[src/design/tnf_pkg.sv]
`default_nettype none
// ----------------------------------------------------------------------------
// Telnet filter package
// Protocol codes, register indexes and the result record that passes from the
// byte parser to the output stage.
// ----------------------------------------------------------------------------
package tnf_pkg;

  // Telnet command bytes.
  localparam logic [7:0] IAC_CODE  = 8'hFF;
  localparam logic [7:0] SB_CODE   = 8'hFA;
  localparam logic [7:0] SE_CODE   = 8'hF0;
  localparam logic [7:0] WILL_CODE = 8'hFB;
  localparam logic [7:0] WONT_CODE = 8'hFC;
  localparam logic [7:0] DO_CODE   = 8'hFD;
  localparam logic [7:0] DONT_CODE = 8'hFE;

  // Received verb, held as its offset from WILL.
  localparam logic [1:0] VERB_WILL = 2'd0;
  localparam logic [1:0] VERB_WONT = 2'd1;
  localparam logic [1:0] VERB_DO   = 2'd2;
  localparam logic [1:0] VERB_DONT = 2'd3;

  // Configuration register indexes.
  localparam logic CFG_ACCEPT_A = 1'b0;
  localparam logic CFG_ACCEPT_B = 1'b1;

  // Work produced by one received byte: nothing, one data byte, or a
  // three-byte reply (IAC, verb, option).
  typedef struct packed {
    logic       valid;
    logic       reply;
    logic [7:0] data;
    logic [7:0] verb;
  } tnf_job_t;

endpackage : tnf_pkg
`default_nettype wire

[src/design/tnf_parser.sv]
`default_nettype none
// ----------------------------------------------------------------------------
// Telnet byte parser
// Holds the parse mode and pending verb, and classifies each received byte
// into the output work it causes.
// ----------------------------------------------------------------------------
module tnf_parser
  import tnf_pkg::*;
(
  input  wire logic       clk,
  input  wire logic       rst_n,
  input  wire logic       take,
  input  wire logic [7:0] rx_byte,
  input  wire logic [7:0] accept_a,
  input  wire logic [7:0] accept_b,
  output tnf_job_t        job
);

  typedef enum logic [2:0] {
    MODE_NORMAL  = 3'd0,
    MODE_IAC     = 3'd1,
    MODE_SUB     = 3'd2,
    MODE_SUB_IAC = 3'd3,
    MODE_OPTION  = 3'd4
  } mode_t;

  mode_t      mode_r, mode_nxt;
  logic [1:0] verb_r, verb_nxt;
  logic       opt_ok;

  assign opt_ok = (rx_byte == accept_a) || (rx_byte == accept_b);

  // Next parse state and the work caused by the current byte.
  always_comb begin
    mode_nxt  = mode_r;
    verb_nxt  = verb_r;
    job.valid = 1'b0;
    job.reply = 1'b0;
    job.data  = rx_byte;
    job.verb  = DONT_CODE;
    case (mode_r)
      MODE_IAC: begin
        mode_nxt = MODE_NORMAL;
        if (rx_byte == IAC_CODE) begin
          // Escaped 0xFF passes as data.
          job.valid = 1'b1;
        end else if (rx_byte == SB_CODE) begin
          mode_nxt = MODE_SUB;
        end else if (rx_byte inside {[WILL_CODE:DONT_CODE]}) begin
          verb_nxt = rx_byte[1:0] - WILL_CODE[1:0];
          mode_nxt = MODE_OPTION;
        end
      end
      MODE_SUB: begin
        if (rx_byte == IAC_CODE) begin
          mode_nxt = MODE_SUB_IAC;
        end
      end
      MODE_SUB_IAC: begin
        // A doubled IAC keeps us waiting for SE.
        if (rx_byte == SE_CODE) begin
          mode_nxt = MODE_NORMAL;
        end else if (rx_byte != IAC_CODE) begin
          mode_nxt = MODE_SUB;
        end
      end
      MODE_OPTION: begin
        mode_nxt = MODE_NORMAL;
        case (verb_r)
          VERB_WILL: begin
            job.valid = 1'b1;
            job.reply = 1'b1;
            job.verb  = opt_ok ? DO_CODE : DONT_CODE;
          end
          VERB_DO: begin
            job.valid = 1'b1;
            job.reply = 1'b1;
            job.verb  = opt_ok ? WILL_CODE : WONT_CODE;
          end
          default: begin
            // WONT and DONT are swallowed.
            job.valid = 1'b0;
          end
        endcase
      end
      default: begin
        mode_nxt = MODE_NORMAL;
        if (rx_byte == IAC_CODE) begin
          mode_nxt = MODE_IAC;
        end else begin
          job.valid = 1'b1;
        end
      end
    endcase
  end

  // Parser state register.
  always_ff @(posedge clk) begin
    if (!rst_n) begin
      mode_r <= MODE_NORMAL;
      verb_r <= VERB_WILL;
    end else if (take) begin
      mode_r <= mode_nxt;
      verb_r <= verb_nxt;
    end
  end

endmodule : tnf_parser
`default_nettype wire

[src/design/telnet_iac_filter_negotiator.sv]
`default_nettype none
// ----------------------------------------------------------------------------
// Telnet IAC filter and option negotiator
// Splits a received telnet byte stream into data bytes and negotiation
// replies.
// ----------------------------------------------------------------------------
// At most one received byte is taken per cycle. A data byte is presented in
// the cycle after it is taken, and the next byte is taken in the cycle it
// leaves, so plain data flows at one byte per clock while out_stall is low.
// A WILL or DO option byte produces a three-byte reply (IAC, verb, option)
// that holds the output register until its final byte leaves, and input is
// stalled until then. Bytes that produce nothing (commands, subnegotiation
// content) are taken whenever the output register is free or delivering its
// final byte. The result register is the only thing between the two sides,
// and out_last marks the final byte caused by each received byte.
// ----------------------------------------------------------------------------
module telnet_iac_filter_negotiator
  import tnf_pkg::*;
(
  input  wire logic       clk,
  input  wire logic       rst_n,
  // Configuration writes
  input  wire logic       cfg_we,
  input  wire logic       cfg_index,
  input  wire logic [7:0] cfg_wdata,
  // Received bytes
  input  wire logic       in_valid,
  output logic            in_stall,
  input  wire logic [7:0] in_byte,
  // Filtered data and replies
  output logic            out_valid,
  input  wire logic       out_stall,
  output logic [7:0]      out_byte,
  output logic            out_dest,
  output logic            out_last
);

  logic [7:0] accept_a_r;
  logic [7:0] accept_b_r;
  tnf_job_t   new_job;
  tnf_job_t   job_r;
  logic [1:0] idx_r;
  logic       in_take;
  logic       out_take;
  logic       out_done;

  // Accepted option registers.
  always_ff @(posedge clk) begin
    if (!rst_n) begin
      accept_a_r <= 8'd1;
      accept_b_r <= 8'd3;
    end else if (cfg_we) begin
      case (cfg_index)
        CFG_ACCEPT_A: accept_a_r <= cfg_wdata;
        CFG_ACCEPT_B: accept_b_r <= cfg_wdata;
        default: begin
          accept_a_r <= accept_a_r;
        end
      endcase
    end
  end

  // Handshake: a new byte is taken when the result register is empty or
  // hands over its final byte in this cycle.
  assign out_take = out_valid && !out_stall;
  assign out_done = out_take && out_last;
  assign in_stall = job_r.valid && !out_done;
  assign in_take  = in_valid && !in_stall;

  tnf_parser u_parser (
    .clk      (clk),
    .rst_n    (rst_n),
    .take     (in_take),
    .rx_byte  (in_byte),
    .accept_a (accept_a_r),
    .accept_b (accept_b_r),
    .job      (new_job)
  );

  // Result register and reply byte counter.
  always_ff @(posedge clk) begin
    if (!rst_n) begin
      job_r <= '0;
      idx_r <= 2'd0;
    end else if (in_take) begin
      job_r <= new_job;
      idx_r <= 2'd0;
    end else if (out_done) begin
      job_r.valid <= 1'b0;
    end else if (out_take) begin
      idx_r <= idx_r + 2'd1;
    end
  end

  // Output byte selection.
  assign out_valid = job_r.valid;
  assign out_dest  = job_r.reply;
  assign out_last  = !job_r.reply || (idx_r == 2'd2);

  always_comb begin
    if (!job_r.reply) begin
      out_byte = job_r.data;
    end else begin
      case (idx_r)
        2'd0:    out_byte = IAC_CODE;
        2'd1:    out_byte = job_r.verb;
        default: out_byte = job_r.data;
      endcase
    end
  end

endmodule : telnet_iac_filter_negotiator
`default_nettype wire

[config.mk]
export PLATFORM = sky130hd
export DESIGN_NAME = telnet_iac_filter_negotiator
export DESIGN_NICKNAME = d
export VERILOG_FILES = /design/src/design/tnf_pkg.sv /design/src/design/tnf_parser.sv /design/src/design/telnet_iac_filter_negotiator.sv
export SDC_FILE = /design/constraint.sdc
export NUM_CORES = 1
export LEC_CHECK = 0
export ABC_AREA = 1
export BUFFER_PORTS_ARGS = -buffer_cell sky130_fd_sc_hd__buf_4
export CORE_UTILIZATION = 39
export DETAILED_ROUTE_END_ITERATION = 16
export GPL_ROUTABILITY_DRIVEN = 0
export HOLD_SLACK_MARGIN = 0.08
export PLACE_DENSITY = 0.7
export SLEW_MARGIN = 40
export SYNTH_ARGS = -nofsm -noshare
export SYNTH_HDL_FRONTEND = slang
export SYNTH_SLANG_ARGS = --single-unit
export TNS_END_PERCENT = 5
[constraint.sdc]
create_clock -name clk -period 1.62 [get_ports clk]
set_input_delay 0.162 -clock clk [delete_from_list [all_inputs] [get_ports clk]]
set_output_delay 0.162 -clock clk [all_outputs]
set_load 0.1 [all_outputs]
==> flow_metrics.tcl <==
set metrics [dict create \
    outcome "finished, violations left" \
    violations "setup timing" \
    fp.dieW_microns 74.2 \
    yosys.area.top_type "dfxtp_1" \
    holdCritPathClass "input port to flip-flop" \
    portBuffers 33 \
    final_cell_mix "nand2_1, inv_1, dfxtp_1" \
    cp.depth 6 \
    cts_tree "done" \
    num_io_pins 34 \
    vias 1876 \
    path_clk_slew_ns 0.07 \
    leakage_nw 1.19 \
    worstPathArrival_ns 1.63 \
    nNetsFinal 364 \
    cp_common_cell "o21ai_4" \
    first_iter_violations 108 \
    worst-path-max-fanout 5 \
    die-area_sq_um 5500 \
    synthDistinctLibCells 31 \
    yosys_warnings 0 \
    numCtsBuffers 5 \
    min_from "cfg_wdata[0]" \
    end_kind "primary output" \
    hpwl_microns 3300 \
    drv_cap 0 \
    post_drt_via_cell_ratio 4.64 \
    finalCritPeriodShare 1.11 \
    finalCriticalPeriod_ns 1.79 \
    start_util 0.416 \
    tightest_slew_ns 0.381 \
    track_usage 0.181 \
    h-tree-depth 2 \
    synthTopCellsByArea "dfxtp_1, nand2_1, inv_1" \
    drc 0 \
    final_layout_size_suffix_gt1_frac 0.267 \
    root_buffer "clkbuf_8" \
    yosysSeqAreaShare 0.365 \
    r2r-start "idx_r[0]" \
    finalPower_mw 2.17 \
    final_common_cell "nand2_1" \
    required_ns 1.46 \
    holdBufCountCts 0 \
    cpPeakStageDelay_ns 0.38 \
    grt_pass1_vias 1762 \
    startpoint_type "flip-flop" \
    finClkSkew_ns 0.00626 \
    path_buf_inv 3 \
    fmax_mhz 558 \
    ir_drop_mv 0.428 \
    firstDrtPassIters 4 \
    wirelength_microns 4390 \
    critical_path.cell_chain "inv_4, ha_4, buf_4, o21ai_4, o21ai_4, buf_12" \
    clk_path_buf_depth 2 \
    avgRoutedWirePerCell_microns 10.9 \
    hold_violations 0 \
    rsz0062_at_grt "true" \
    detail-route-antenna-nets 0 \
    syn_inst 295 \
    grt_max_degree 29 \
    areaGrowthSynthToFinish_pct 31.9 \
    syn_avg_cell_area_sq_um 6.89 \
    crit_start "idx_r[0]" \
    syn_nets 323 \
    crit_path_top_delay_cell "dfxtp_4" \
    critical_path_class "flip-flop to primary output" \
    rows 25 \
    p_per_area_nw_per_um2 808 \
    min_path_cells 3 \
    postLayoutSetupSlackWorst_ns -0.173 \
    grt_pass1_wl_microns 7530 \
    antenna_found_initial 0 \
    die_h_microns 74.2 \
    clk-insertion-delay-late_ns 0.29 \
    synth_top_area_frac 0.365 \
    drv_slew 0 \
    r2r_cells 10 \
    synth-seq-cells 37 \
    num_antenna_cells 0 \
    hold_slack_ns 0.0955 \
    timing.slew.headroom 0.745 \
    overflow 0 \
    cts_sinks 37 \
    cp_top_family "compound AO/OA/AOI/OAI gates" \
    synth.cell_area_sq_um 2030 \
    finalSetupViolations 10 \
    core-area_sq_um 4880 \
]
layer usage:
layer  up-vias  global-route usage  routed length [microns]
li1       1008                   -                        -
met1       820               0.222                     2060
met2        39               0.300                     2100
met3         9              0.0352                      130
met4         0              0.0919                       96
met5         -                   0                        0
synth_stat cells (all sizes together):
cell type / count
a21oi: 22
buf: 3
clkbuf: 4
clkinv: 2
dfxtp: 37
ha: 6
inv: 47
nand2: 68
nand3: 19
nand4: 3
nor2: 35
nor3: 4
o211ai: 2
o21ai: 32
o22ai: 1
or2: 2
xnor2: 8
registers in the layout (all words and copies together), names as in the netlist:
register	cells
accept_a_r	8
accept_b_r	8
idx_r	2
job_r	12
out_dest	1
out_valid	1
u_parser.mode_r	3
u_parser.verb_r	2
logic make-up after synthesis:
group	count (synthesis)	share of synthesized area
compound gates	57	0.149
simple gates	131	0.298
flops	37	0.365
fa+ha+maj	6	0.0369
xor+xnor	8	0.0345
buf+inv	56	0.117
worst reg2reg max path, cell delays in order, from the launching register on:
cell     delay, ns
dfxtp_4       0.38
inv_4         0.05
buf_4         0.13
ha_1          0.19
nor2_2        0.19
o21ai_4       0.10
buf_4         0.16
nand4_2       0.14
nand2_1       0.07
nand2_1       0.06
nor2_1        0.04
area by class of cell:
cell class,instances,area (sq um)
flip-flops and latches,37,751
repair buffers,41,409
multi-input cells,202,1160
well taps,67,83.8
inverters,49,194
clock buffers,6,72.6
clock inverters,2,10.0
fillers,481,2200
what timing repair did:
action | CTS | global route
resized for setup | 31 | 10
pin swaps | 4 | 3
setup buffers | 1 | 0
setup endpoints to repair | 10 | 21
cloned | 0 | 0
power breakdown:
group          switching (mW)  leakage, nW  internal, mW
logic                   0.345        0.836         0.205
clock network           0.327       0.0450         0.298
registers              0.0303        0.307         0.962
total                   0.702         1.19          1.46
metrics by stage:
step           TNS (ns)  cell area (sq um)  setup WS (ns)  cells  utilization
5_1_grt           -2.73               2680         -0.246    404        0.549
3_5_place_dp     -0.308               2460        -0.0687    397        0.505
4_1_cts           -1.04               2680         -0.133    405        0.548
2_1_floorplan    -0.139               2110        -0.0310    295            -
6_report          -1.36               2680         -0.173    404        0.549
3_3_place_gp     -0.190               2460        -0.0417    397        0.505
path summary, 6_finish.rpt:
| path | slack, ns | endpoint |
|---|---|---|
| max | -0.17 | out_byte[7] |
| min | 0.1 | accept_b_r[0] |
| max reg2reg | 0.02 | u_parser.mode_r[1] |
| min reg2reg | 0.47 | job_r[8] |
Power figures use the tool's default switching activity.
